--- config.mk ---
export PLATFORM = sky130hd
export DESIGN_NAME = wwm_mul
export DESIGN_NICKNAME = d
export VERILOG_FILES = /design/src/rtl/wwm_pkg.sv /design/src/rtl/wwm_mul.sv
export SDC_FILE = /design/constraint.sdc
export NUM_CORES = 2
export LEC_CHECK = 0
export ABC_CLOCK_PERIOD_IN_PS = 8200
export BUFFER_PORTS_ARGS = -buffer_cell sky130_fd_sc_hd__buf_4
export CORE_MARGIN = 2
export CORE_UTILIZATION = 30
export DETAILED_ROUTE_END_ITERATION = 8
export SLEW_MARGIN = 20
export SYNTH_ARGS = -nofsm -noshare
export SYNTH_HDL_FRONTEND = slang
export SYNTH_SLANG_ARGS = --single-unit
--- constraint.sdc ---
create_clock -name clock -period 8.2 [get_ports clock]
set_clock_uncertainty 0.2 [all_clocks]
set_input_delay 0.41 -clock clock [delete_from_list [all_inputs] [get_ports clock]]
set_output_delay 0.41 -clock clock [all_outputs]
set_load 0.01 [all_outputs]
--- src/rtl/wwm_pkg.sv ---
// Shared types and constants for the windowed weighted moments block.
// No dependencies; every other file in rtl/ uses these by scoped names.

package wwm_pkg;

   // Field widths
   localparam int POS_W    = 32;
   localparam int WEIGHT_W = 16;
   localparam int WIDTH_W  = 16;
   localparam int TOTAL_W  = 32;
   localparam int MOM_W    = 40;
   localparam int FRAC_W   = 8;

   // Running sums
   localparam int S1_W = 50;
   localparam int S2_W = 64;

   // Shared arithmetic units
   localparam int MUL_W      = 32;
   localparam int ACC_W      = 104;
   localparam int DIVIDEND_W = 104;
   localparam int DIVISOR_W  = 64;

   // Parameter defaults and reset values
   localparam int MAX_POINTS_DEFAULT  = 65536;
   localparam int WEIGHT_BITS_DEFAULT = 16;
   localparam logic [WIDTH_W-1:0] WINDOW_WIDTH_RESET = 16'd1024;

   // Operation codes
   localparam logic OP_ADD   = 1'b0;
   localparam logic OP_FLUSH = 1'b1;

   typedef struct packed {
      logic                operation;
      logic [POS_W-1:0]    position;
      logic [WEIGHT_W-1:0] weight;
   } req_type;

   typedef struct packed {
      logic [TOTAL_W-1:0] total_weight;
      logic [MOM_W-1:0]   mean_position;
      logic [MOM_W-1:0]   position_variance;
      logic               zero_weight;
      logic               overflow;
   } rsp_type;

endpackage

--- src/rtl/wwm_mul.sv ---
// Shared 32 x 32 unsigned multiplier with a registered product.
// Depends on wwm_pkg for the operand width.

module wwm_mul (
   input  logic                         clock,
   input  logic [wwm_pkg::MUL_W-1:0]    operand_a,
   input  logic [wwm_pkg::MUL_W-1:0]    operand_b,
   output logic [2*wwm_pkg::MUL_W-1:0]  product
);

   logic [2*wwm_pkg::MUL_W-1:0] product_ff;
   logic [2*wwm_pkg::MUL_W-1:0] product_in;

   always_comb begin
      product_in = (2*wwm_pkg::MUL_W)'(operand_a) * (2*wwm_pkg::MUL_W)'(operand_b);
   end

   always_ff @(posedge clock) begin
      product_ff <= product_in;
   end

   assign product = product_ff;

endmodule

==> metrics.yaml <==
status:
  outcome: "finished clean"
detailed_routing:
  wl_um: 97900
  top_layer: "met5"
  wl_met3_um: 5080
  firstDrtPassIters: 8
  dr.first_iter.drc_count: 1243
  via_per_inst: 4.69
  drt-met1-wl_um: 37500
  wire_per_inst_um: 18.7
  wl_met2_um: 52000
  vias: 24600
  drc: 0
  ant_nets: 0
final_layout:
  drive_above_1_share_pct: 5.63
  fin_cells: 5244
  nets: 4950
  syn2layout_area_growth_pct: 7.80
  utilization_pct: 32.6
  largest_reg_flops: 64
global_routing:
  grt_max_degree: 33
  antenna_found_initial: 5
  grt_pass1_wl_um: 156000
  grt_pass1_vias: 27200
  grt_usage_pct: 17.2
  grt_overflow_total: 0
timing:
  layout_min_cycle_time_ns: 7.83
  fmax_mhz: 128
  period_share_pct: 95.4
  worst_pin_slew_ns: 0.567
  setup_ws_ns: 0.373
  tns_ns: 0
  rsz0062_at_grt: "no"
  final-hold-violation-count: 0
  finalSetupViolations: 0
  finalMaxSlewViolations: 0
  maxSlewHeadroom_pct: 62.2
worst_setup_path:
  crit_arrival_ns: 7.92
  critPathKind: "primary input to register"
  required_ns: 8.30
  crit_fanout: 32
  endpoint: "product[62]$_DFF_P_"
  end_kind: "register"
  startpoint_type: "primary input"
  startpoint: "operand_b[8]"
clock_tree:
  clock_path_buffers: 2
  numCtsBuffers: 9
  cts_tree: "built"
  ctsHoldBuffers: 0
  htreeDepth: 3
  cts_root_buf: "clkbuf_16"
  cts_resized: 0
  cts_setup_buffers: 0
  path_clk_slew_ns: 0.07
  cts.sinks: 64
logic_synthesis:
  yosys_warnings: 0
  synthCells: 3758
  synthesis.nets: 4982
  synth_edf_count: 0
  ys_ff_latch: 64
  synthesis.area_um2: 34600
  yosysUniqueCellTypes: 56
  yosysSeqAreaShare_pct: 3.70
  syn_avg_cell_area_um2: 9.21
  async_flop_share_pct: 0
  ys.flop_type: "dfxtp_1"
place:
  numPortBuffers: 128
  post-place-ws_ns: 0.152
  gp_congestion: 0.900
  placed_cells: 5227
  dp_hpwl_um: 81900
die:
  num_rows: 124
  die_x_um: 344
  start_util_pct: 30.3
  die_y_um: 344
  core_area_um2: 114000
  io-pin-count: 129
  die_area_um2: 118000
worst_hold_path:
  hold_class: "primary input to register"
  whs_path_depth: 2
job:
  max_cap_viol_count: 0
[placed cells by master, fill, tap and decap left out, types with 3 or more instances in the layout]
cell	count
a21o_1	37
o221ai_1	3
o21a_1	8
fa_1	896
clkbuf_16	9
and2_1	603
inv_1	863
a221o_1	4
a21boi_0	3
o21ai_0	28
buf_4	184
o211ai_1	3
a211oi_1	4
a21oi_1	68
xor2_1	26
or3_1	5
ha_1	263
nand3_1	12
nand4_1	24
or4_1	3
and4_1	4
nor3_1	5
nor2_1	21
xnor2_1	33
and3_1	14
nand2_1	478
a311oi_1	3
o21bai_1	10
dfxtp_1	64
or2_2	3
clkinv_2	3
a31oi_1	11
[kinds of logic after synthesis]
| kind of cell | synth area share [%] |
|---|---|
| flops | 3.70 |
| buf+inv | 11.9 |
| simple gates | 17.7 |
| fa+ha+maj | 61.3 |
| mux | 0.0289 |
| compound gates | 3.92 |
| xor+xnor | 1.49 |
[cells in the mapped netlist (3+ instances only)]
library cell | count | area, µm²
ha_1 | 263 | 3290
a21boi_0 | 3 | 22.5
o221ai_1 | 3 | 26.3
a21o_1 | 37 | 278
o21bai_1 | 10 | 75.1
dfxtp_1 | 64 | 1280
xnor2_1 | 33 | 289
or2_2 | 3 | 18.8
buf_2 | 9 | 45.0
a211oi_1 | 4 | 30.0
o21ai_0 | 28 | 140
nand2_1 | 478 | 1790
nand4_1 | 24 | 150
or4_1 | 3 | 22.5
fa_1 | 896 | 17900
inv_1 | 863 | 3240
a221o_1 | 4 | 40.0
nor2_1 | 21 | 78.8
a31oi_1 | 11 | 68.8
and3_1 | 14 | 87.6
a21oi_1 | 68 | 340
or3_1 | 5 | 31.3
and2_1 | 603 | 3770
nand3_1 | 12 | 60.1
o211ai_1 | 3 | 22.5
clkbuf_1 | 215 | 807
a311oi_1 | 3 | 26.3
nor3_1 | 5 | 25.0
o21a_1 | 8 | 60.1
xor2_1 | 26 | 228
and4_1 | 4 | 35.0
[layer usage]
layer	vias up	track usage, %
met4	6	5.16
met1	13000	20.9
li1	10800	-
met5	-	0
met3	162	2.23
met2	689	31.5
[worst min path at each step]
| stage | to | slack (ns) | from |
|---|---|---|---|
| finish | product[0]$_DFF_P_ | 0.29 | operand_a[0] |
| global route | product[0]$_DFF_P_ | 0.28 | operand_a[0] |
| CTS | product[0]$_DFF_P_ | 0.26 | operand_a[0] |
| detailed placement | product[20] | 0.60 | product[20]$_DFF_P_ |
| global placement | product[11] | 0.60 | product[11]$_DFF_P_ |
| floorplan | product[0]$_DFF_P_ | 0.34 | operand_b[0] |
[layout make-up]
cell class              instances  area (µm²)
multi-input cells            2604       29200
clock buffers                  10         229
diodes                          1        2.50
clock inverters                 6        60.1
flip-flops and latches         64        1280
well taps                    1512        1890
fillers                     11900       77000
repair buffers                184        1380
inverters                     863        3240
[per-stage QoR]
step / instance area [µm²] / hold slack [ns]
global route: 37300 / 0.279
CTS: 37300 / 0.264
floorplan: 34600 / 0.337
finish: 37300 / 0.293
detailed placement: 37000 / 0.600
global placement: 37000 / 0.602
[worst max-delay path: stages]
cell	delay, ns
buf_4	0.35
nand2_1	0.15
fa_1	0.55
inv_1	0.05
fa_1	0.53
inv_1	0.06
fa_1	0.52
inv_1	0.05
fa_1	0.48
fa_1	0.61
fa_1	0.44
fa_1	0.49
inv_1	0.05
fa_1	0.47
inv_1	0.04
ha_1	0.31
nand4_1	0.21
or4_1	0.49
or3_1	0.40
a31oi_1	0.42
buf_4	0.21
a31o_2	0.18
a211oi_1	0.09
o21ai_1	0.18
xor2_1	0.15
Power is not shown: default switching activity piles up to over one toggle a cycle in this logic, so the estimate is an artifact.
