## src/rtl/wwm_pkg.sv

```systemverilog
// Shared types and constants for the windowed weighted moments block.
// No dependencies; every other file in rtl/ uses these by scoped names.

package wwm_pkg;

   // Field widths
   localparam int POS_W    = 32;
   localparam int WEIGHT_W = 16;
   localparam int WIDTH_W  = 16;
   localparam int TOTAL_W  = 32;
   localparam int MOM_W    = 40;
   localparam int FRAC_W   = 8;

   // Running sums
   localparam int S1_W = 50;
   localparam int S2_W = 64;

   // Shared arithmetic units
   localparam int MUL_W      = 32;
   localparam int ACC_W      = 104;
   localparam int DIVIDEND_W = 104;
   localparam int DIVISOR_W  = 64;

   // Parameter defaults and reset values
   localparam int MAX_POINTS_DEFAULT  = 65536;
   localparam int WEIGHT_BITS_DEFAULT = 16;
   localparam logic [WIDTH_W-1:0] WINDOW_WIDTH_RESET = 16'd1024;

   // Operation codes
   localparam logic OP_ADD   = 1'b0;
   localparam logic OP_FLUSH = 1'b1;

   typedef struct packed {
      logic                operation;
      logic [POS_W-1:0]    position;
      logic [WEIGHT_W-1:0] weight;
   } req_type;

   typedef struct packed {
      logic [TOTAL_W-1:0] total_weight;
      logic [MOM_W-1:0]   mean_position;
      logic [MOM_W-1:0]   position_variance;
      logic               zero_weight;
      logic               overflow;
   } rsp_type;

endpackage

```

## src/rtl/wwm_div.sv

```systemverilog
// Restoring unsigned divider, one quotient bit per cycle.
// Depends on wwm_pkg for its default widths.

module wwm_div #(
   parameter int DIVIDEND_W = wwm_pkg::DIVIDEND_W,
   parameter int DIVISOR_W  = wwm_pkg::DIVISOR_W
) (
   input  logic                  clock,
   input  logic                  reset,
   input  logic                  start,
   input  logic [DIVIDEND_W-1:0] dividend,
   input  logic [DIVISOR_W-1:0]  divisor,
   output logic                  done,
   output logic [DIVIDEND_W-1:0] quotient,
   output logic [DIVISOR_W-1:0]  remainder
);

   localparam int CNT_W = $clog2(DIVIDEND_W);

   logic                  busy_ff, busy_in;
   logic                  done_ff, done_in;
   logic [CNT_W-1:0]      cnt_ff, cnt_in;
   logic [DIVIDEND_W-1:0] dnd_ff, dnd_in;
   logic [DIVISOR_W-1:0]  dsr_ff, dsr_in;
   logic [DIVIDEND_W-1:0] quo_ff, quo_in;
   logic [DIVISOR_W-1:0]  rem_ff, rem_in;
   logic [DIVISOR_W:0]    rem_shift;
   logic [DIVISOR_W:0]    rem_diff;
   logic                  fits;

   always_comb begin
      rem_shift = {rem_ff, dnd_ff[DIVIDEND_W-1]};
      fits      = rem_shift >= {1'b0, dsr_ff};
      rem_diff  = rem_shift - {1'b0, dsr_ff};

      busy_in = busy_ff;
      done_in = done_ff;
      cnt_in  = cnt_ff;
      dnd_in  = dnd_ff;
      dsr_in  = dsr_ff;
      quo_in  = quo_ff;
      rem_in  = rem_ff;

      if (start) begin
         busy_in = 1'b1;
         done_in = 1'b0;
         cnt_in  = '0;
         dnd_in  = dividend;
         dsr_in  = divisor;
         quo_in  = '0;
         rem_in  = '0;
      end else if (busy_ff) begin
         // The remainder stays below the divisor, so it fits back in DIVISOR_W bits.
         rem_in = fits ? rem_diff[DIVISOR_W-1:0] : rem_shift[DIVISOR_W-1:0];
         quo_in = {quo_ff[DIVIDEND_W-2:0], fits};
         dnd_in = {dnd_ff[DIVIDEND_W-2:0], 1'b0};
         cnt_in = cnt_ff + CNT_W'(1);
         if (cnt_ff == CNT_W'(DIVIDEND_W - 1)) begin
            busy_in = 1'b0;
            done_in = 1'b1;
         end
      end
   end

   always_ff @(posedge clock) begin
      if (reset) begin
         busy_ff <= 1'b0;
         done_ff <= 1'b0;
         cnt_ff  <= '0;
      end else begin
         busy_ff <= busy_in;
         done_ff <= done_in;
         cnt_ff  <= cnt_in;
      end
   end

   always_ff @(posedge clock) begin
      dnd_ff <= dnd_in;
      dsr_ff <= dsr_in;
      quo_ff <= quo_in;
      rem_ff <= rem_in;
   end

   assign done      = done_ff;
   assign quotient  = quo_ff;
   assign remainder = rem_ff;

endmodule

```

## config.mk

```make
export PLATFORM = sky130hd
export DESIGN_NAME = wwm_div
export DESIGN_NICKNAME = d
export VERILOG_FILES = /design/src/rtl/wwm_pkg.sv /design/src/rtl/wwm_div.sv
export SDC_FILE = /design/constraint.sdc
export NUM_CORES = 1
export LEC_CHECK = 0
export BUFFER_PORTS_ARGS = -buffer_cell sky130_fd_sc_hd__buf_4
export CAP_MARGIN = 20
export CORE_ASPECT_RATIO = 1.2
export CORE_MARGIN = 4
export CORE_UTILIZATION = 40
export DETAILED_ROUTE_END_ITERATION = 12
export SETUP_SLACK_MARGIN = 0.5
export SLEW_MARGIN = 15
export SYNTH_ARGS = -nofsm -noshare
export SYNTH_HDL_FRONTEND = slang
export SYNTH_SLANG_ARGS = --single-unit
```

## constraint.sdc

```tcl
create_clock -name clock -period 9.5 [get_ports clock]
set_input_delay 0.95 -clock clock [delete_from_list [all_inputs] [get_ports clock]]
set_output_delay 0.95 -clock clock [all_outputs]
set_load 0.005 [all_outputs]
```

==> impl_metrics.yaml, run 1 <==
place:
  dp_cells: 2502
  place_congestion: 0.907
  place_hpwl_um: 34500
  portBuffers: 339
yosys:
  synth_cell_type_count: 76
  syn_area_um2: 17600
  synth_area_leaders: "edfxtp_1, dfxtp_1, mux2_2"
  synth_commonest_cells: "nor2_1, dfxtp_1, edfxtp_1"
  synthFlopType: "dfxtp_1"
  netlist.area_leader.share_pct: 28.7
  ys_seq_area_share_pct: 48.9
  synthArstFlopShare_pct: 0
  synth_top_area_cell: "edfxtp_1"
  synth_edf_count: 168
  ys_seq_elements: 345
  synth_warnings: 0
  synthCells: 1709
  synth_most_common_cell: "nor2_1"
  avgSynthCellArea_um2: 10.3
  syn_nets: 1946
sta:
  maxSlewViolCount: 0
  finalSetupTns_ps: 0
  max_slew_margin_pct: 25.5
  worst_pin_slew_ps: 1120
  clock_skew_ps: 10.5
  finalHoldViolations: 0
  grt_setup_unrepaired: "no"
  setup_violations: 0
  max_freq_mhz: 271
  fin_crit_sh_pct: 38.9
  fin_crit_ps: 3690
drt:
  firstDrtPassIters: 5
  routed_wl_um: 47500
  drcViolationCount: 0
  via_per_inst: 5.27
  wire_per_inst_um: 18.5
  drt_iter0_markers: 624
  vias: 13600
  drtAntennaViolNets: 0
floorplanning:
  dieWidth_um: 199
  initial_core_util_pct: 40.8
  io_pins: 340
  die-area_um2: 47300
  coreArea_um2: 43100
  dieHeight_um: 238
  fp-row-count: 83
worst_setup_path:
  cp_cell_sequence: "ha_1 -> a21oi_1 -> o21ai_0 -> nor2_1 -> a221o_1 -> o21ai_2 -> nand2_2 -> o211ai_2 -> nand2_2 -> buf_4 -> a311o_1 -> a311oi_1"
  worstSetupPathDepth: 12
  critPathMaxStageDelay_ps: 440
  critPathBufInv: 1
  arrival_ps: 4150
  r2r-start: "remainder[17]"
  worstRegToRegCells: 12
  worstReg2RegEnd: "remainder[62]"
  cp_top_family: "compound AO/OA/AOI/OAI gates"
  cp_common_cell: "nand2_2"
  path_class: "flop to flop"
  start_kind: "flop"
  critical_path.slowest_cell: "o21ai_0"
  critPathRequiredTime_ps: 9950
  reg2reg_slack_ps: 5810
  endpoint_kind: "flop"
  crit_fanout: 44
global_routing:
  grt_pass1_wl_um: 74200
  grt_overflow: 0
  antenna_found_initial: 5
  grt_max_degree: 205
  grt_pass1_vias: 13600
  grt_use_total_pct: 19.3
clocking:
  path_clk_slew_ps: 60
  clockBufferDepth: 3
  clock-sinks: 345
  postCtsHoldBufs: 0
  numCtsBuffers: 39
  cts_tree: "done"
  cts_post_setup_buffers_inserted: 0
  h-tree-depth: 2
  root_buffer: "clkbuf_16"
  clkLatencyLatePin_ps: 550
  cts_resized: 0
finish:
  drive_gt1_share_pct: 26.5
  stdcell_count: 2572
  nNetsFinal: 2228
  area.growth.synth_to_final_pct: 23.4
outcome:
  status: "finished clean"
run:
  drv_cap: 0
hold_path:
  worstHoldEndpoint: "quotient[103]"
  hold_depth: 2
  min_from: "quotient[103]"
  hold_class: "flop to flop"
power:
  power.density_nw_per_um2: 177
  peakVddDrop_v: 0.000161
  power_leakage_nw: 9.11
[through the flow]
stage / utilization, % / instance area, µm² / hold slack (ps) / power, mW / setup slack [ps]
finish: 50.3 / 21700 / 493 / 3.84 / 5810
global placement: 47.4 / 20400 / 474 / 2.38 / 5910
floorplan: - / 17600 / 458 / 2.18 / 5410
global route: 50.3 / 21700 / 523 / 4.03 / 5400
CTS: 50.3 / 21700 / 501 / 3.89 / 5810
detailed placement: 47.4 / 20400 / 487 / 2.39 / 5820
[sequential cells by signal (all words and copies together) (netlist names)]
name	count
busy_ff	1
cnt_ff	7
dnd_ff	104
done	1
dsr_ff	64
quotient	104
remainder	64
[power by group]
group	internal (mW)	total [mW]	switching [mW]
sequential	1.67	1.72	0.0494
clock	0.868	1.48	0.611
combinational	0.287	0.647	0.360
total	2.82	3.84	1.02
[logic make-up after synthesis]
logic type / share of synthesized area [%]
buffers and inverters: 4.60
adder cells (fa/ha/maj): 4.74
XOR/XNOR: 2.74
multiplexers: 12.8
AO/OA/AOI/OAI: 13.6
flip-flops: 48.9
AND/OR/NAND/NOR: 12.7
[cell usage in the layout, fill, tap and decap left out, types with 8 or more instances in the layout]
cell type and instances:
nand2_1 146, clkbuf_1 11, nand4_1 24, nand2b_1 8, a311oi_1 39, nor3_1 15
nor2_1 210, nor2b_1 11, a21o_1 39, clkbuf_16 42, a311oi_2 9, a211oi_1 8
ha_1 65, inv_1 90, edfxtp_1 168, dfxtp_1 176, nand3_1 20, mux2_2 103
o21bai_1 20, o21ai_0 50, buf_4 344, xnor2_1 33, o211ai_1 8, xor2_1 22
mux2i_1 108, a21oi_1 85, a31oi_1 9, and3_1 12, o21a_1 17
[final cells by class]
type                       instances  area [µm²]
fill                            4047       21400
clock inverter                    12         106
timing repair buffer             346        2620
antenna                            1        2.50
tap                              552         691
inverter                          91         344
multi-input combinational       1168        8170
clock buffer                      57        1150
sequential                       345        8590
[metal layers]
layer | part of all wire (%) | vias to the layer above | wire length (µm) | global-route usage, %
met5 | 0.14 | - | 66 | 0
met4 | 2.5 | 8 | 1190 | 5.62
met3 | 7.8 | 75 | 3730 | 6.75
met2 | 49 | 351 | 23400 | 32.9
met1 | 40 | 6413 | 19200 | 23.1
li1 | - | 6716 | - | -
[worst reg2reg max path, cell delays in order (launching register included)]
cell      delay (ps)
dfxtp_1          340
ha_1             420
a21oi_1           90
o21ai_0          440
nor2_1           130
a221o_1          370
o21ai_2          220
nand2_2          100
o211ai_2         250
nand2_2          270
buf_4            390
a311o_1          340
a311oi_1         240
[worst max-delay path by stage]
stage                   from            end
6_report       remainder[17]  remainder[62]
5_1_grt           dsr_ff[20]  remainder[19]
4_1_cts           dsr_ff[16]  remainder[62]
3_5_place_dp      dsr_ff[16]  remainder[62]
3_3_place_gp   remainder[17]  remainder[62]
2_1_floorplan          start      dnd_ff[0]
Power figures use the tool's default switching activity.
==> run 2, diff against run 1 <==
Settings changed: ABC_AREA from default to 1.
Clock period 9.5 ns to 3.52 ns, I/O delays scaled along.
==> run 2 against run 1 <==
Net effect: sequential cell count unchanged; sequential power grew to 2.6 times the previous value; final cell count increased by 45%; critical path type unchanged; synthesized cell count rose by 57%; register-to-register slack worse by 5200 ps.
==> impl_metrics.yaml, run 2 <==
outcome:
  status: "finished clean"
drt:
  drcViolationCount: 0
  drtAntennaViolNets: 0
  wire_per_inst_um: 17.4
  routed_wl_um: 64800
  via_per_inst: 4.80
  vias: 17900
  firstDrtPassIters: 5
  drt_iter0_markers: 1190
yosys:
  syn_area_um2: 19000
  netlist.area_leader.share_pct: 26.6
  synthFlopType: "dfxtp_1"
  synth_warnings: 0
  synth_most_common_cell: "nand2_1"
  synth_commonest_cells: "nand2_1, inv_1, nor2_1"
  ys_seq_area_share_pct: 45.2
  synthCells: 2675
  synth_cell_type_count: 45
  synth_area_leaders: "edfxtp_1, nand2_1, dfxtp_1"
  synthArstFlopShare_pct: 0
  avgSynthCellArea_um2: 7.10
  synth_top_area_cell: "edfxtp_1"
  ys_seq_elements: 345
  syn_nets: 2912
  synth_edf_count: 168
place:
  place_hpwl_um: 50200
  portBuffers: 339
  place_ws_ps: 512
  placed_area_um2: 22200
  place_congestion: 1.00
finish:
  area.growth.synth_to_final_pct: 27.5
  final_cell_mix: "nand2_1, inv_1, buf_4"
  drive_gt1_share_pct: 15.1
  nNetsFinal: 3304
  final_common_cell: "nand2_1"
  stdcell_area_um2: 24200
global_routing:
  grt_pass1_wl_um: 99000
  grt_busiest_layer: "met2"
  met2_usage_pct: 41.8
  grt_max_degree: 105
  grt_overflow: 0
  gr-usage-met3_pct: 7.32
  grt_use_total_pct: 24.9
  grt_pass1_vias: 17900
  antenna_found_initial: 10
  grt_use_met1_pct: 29.7
worst_setup_path:
  endpoint_kind: "flop"
  start_kind: "flop"
  critPathRequiredTime_ps: 3970
  arrival_ps: 3340
  path_class: "flop to flop"
  crit_fanout: 5
sta:
  fin_crit_ps: 2890
  setup_violations: 0
  finalHoldViolations: 0
  worst_pin_slew_ps: 780
  clock_skew_ps: 22.1
  finalSetupTns_ps: 0
  maxSlewViolCount: 0
  fin_crit_sh_pct: 82.0
  fin_ws_ps: 633
  max_freq_mhz: 346
  max_slew_margin_pct: 48.0
  grt_setup_unrepaired: "no"
clocking:
  numCtsBuffers: 40
  root_buffer: "clkbuf_16"
  clockBufferDepth: 3
  path_clk_slew_ps: 70
  clkLatencyLatePin_ps: 560
  clock-sinks: 345
  h-tree-depth: 2
  cts_tree: "done"
run:
  drv_cap: 0
power:
  power_leakage_nw: 12.0
  peakVddDrop_v: 0.000423
  power.density_nw_per_um2: 392
floorplanning:
  fp-row-count: 87
  initial_core_util_pct: 40.4
  dieWidth_um: 207
  coreArea_um2: 47000
  die-area_um2: 51000
  io_pins: 340
  dieHeight_um: 247
hold_path:
  hold_class: "input pin to flop"
## run 2: cell types whose count changed in the layout (fill, tap and decap cells not counted), sizes merged, moves of 35 or more
| cell | before | now |
|---|---|---|
| nand2 | 148 | 990 |
| a311oi | 48 | 0 |
| o22ai | 7 | 101 |
| mux2i | 108 | 0 |
| mux2 | 103 | 0 |
| nor2 | 210 | 263 |
| a21o | 39 | 4 |
| nand3 | 21 | 119 |
| dlygate4sd3 | 0 | 63 |
| inv | 92 | 468 |
## run 2: power breakdown
group | leakage [nW] | internal, mW | total (mW) | switching, mW
sequential | 3.12 | 4.44 | 4.50 | 0.0605
combinational | 8.21 | 0.362 | 0.924 | 0.562
clock | 0.617 | 2.37 | 4.06 | 1.69
total | 12.0 | 7.17 | 9.49 | 2.31
## run 2: per-layer routing
layer	wire (µm)	up-vias
li1	-	9189
met1	26200	8090
met2	30300	510
met3	5210	106
met4	3050	0
met5	0	-
## run 2: critical path, stage by stage (launching register included)
cell and delay [ps]:
edfxtp_1 350, inv_1 50, ha_1 410, nand2_1 140, nor2_1 270, nand2_1 170
nor3_1 580, nand3_1 430, nand3_1 160, nand3_1 80, nand3_1 70, nand2_1 60
## run 2: cell families after synthesis
group | Yosys count | synth area share, %
fa+ha+maj | 66 | 4.39
simple gates | 1433 | 30.5
buf+inv | 550 | 11.2
flops | 345 | 45.2
compound gates | 281 | 8.72
## run 2: cell type report
cell class / count / area, µm²
sequential: 345 / 8590
inverter: 470 / 1770
clock buffer: 58 / 1120
antenna: 11 / 27.5
clock inverter: 14 / 159
tap: 623 / 779
multi-input combinational: 1780 / 8300
timing repair buffer: 430 / 3450
fill: 4700 / 22800
## run 2: timing repair
action                     CTS  global route
gates resized for setup      0             8
pin swaps                    1             1
hold buffers                63             0
setup buffers                1             2
cloned                       0             0
setup endpoints to repair   10            59
hold endpoints to repair    63             0
## run 2: through the flow
step	utilization [%]	hold WS, ps	cells	power [mW]
global route	51.5	4.16	3728	9.90
floorplan	-	445	2675	5.07
finish	51.5	20.1	3731	9.49
CTS	51.3	0.961	3718	9.62
global placement	47.2	454	3582	5.43
detailed placement	47.2	457	3582	5.45
## run 2: final timing paths
| kind | startpoint | end | slack (ps) | cells after the start |
|---|---|---|---|---|
| hold / removal | divisor[41] | dsr_ff[41] | 20 | 1 |
| setup reg to reg | dsr_ff[47] | remainder[58] | 630 | 11 |
| setup / recovery | dsr_ff[47] | remainder[58] | 630 | 11 |
| hold reg to reg | quotient[103] | quotient[103] | 460 | 2 |
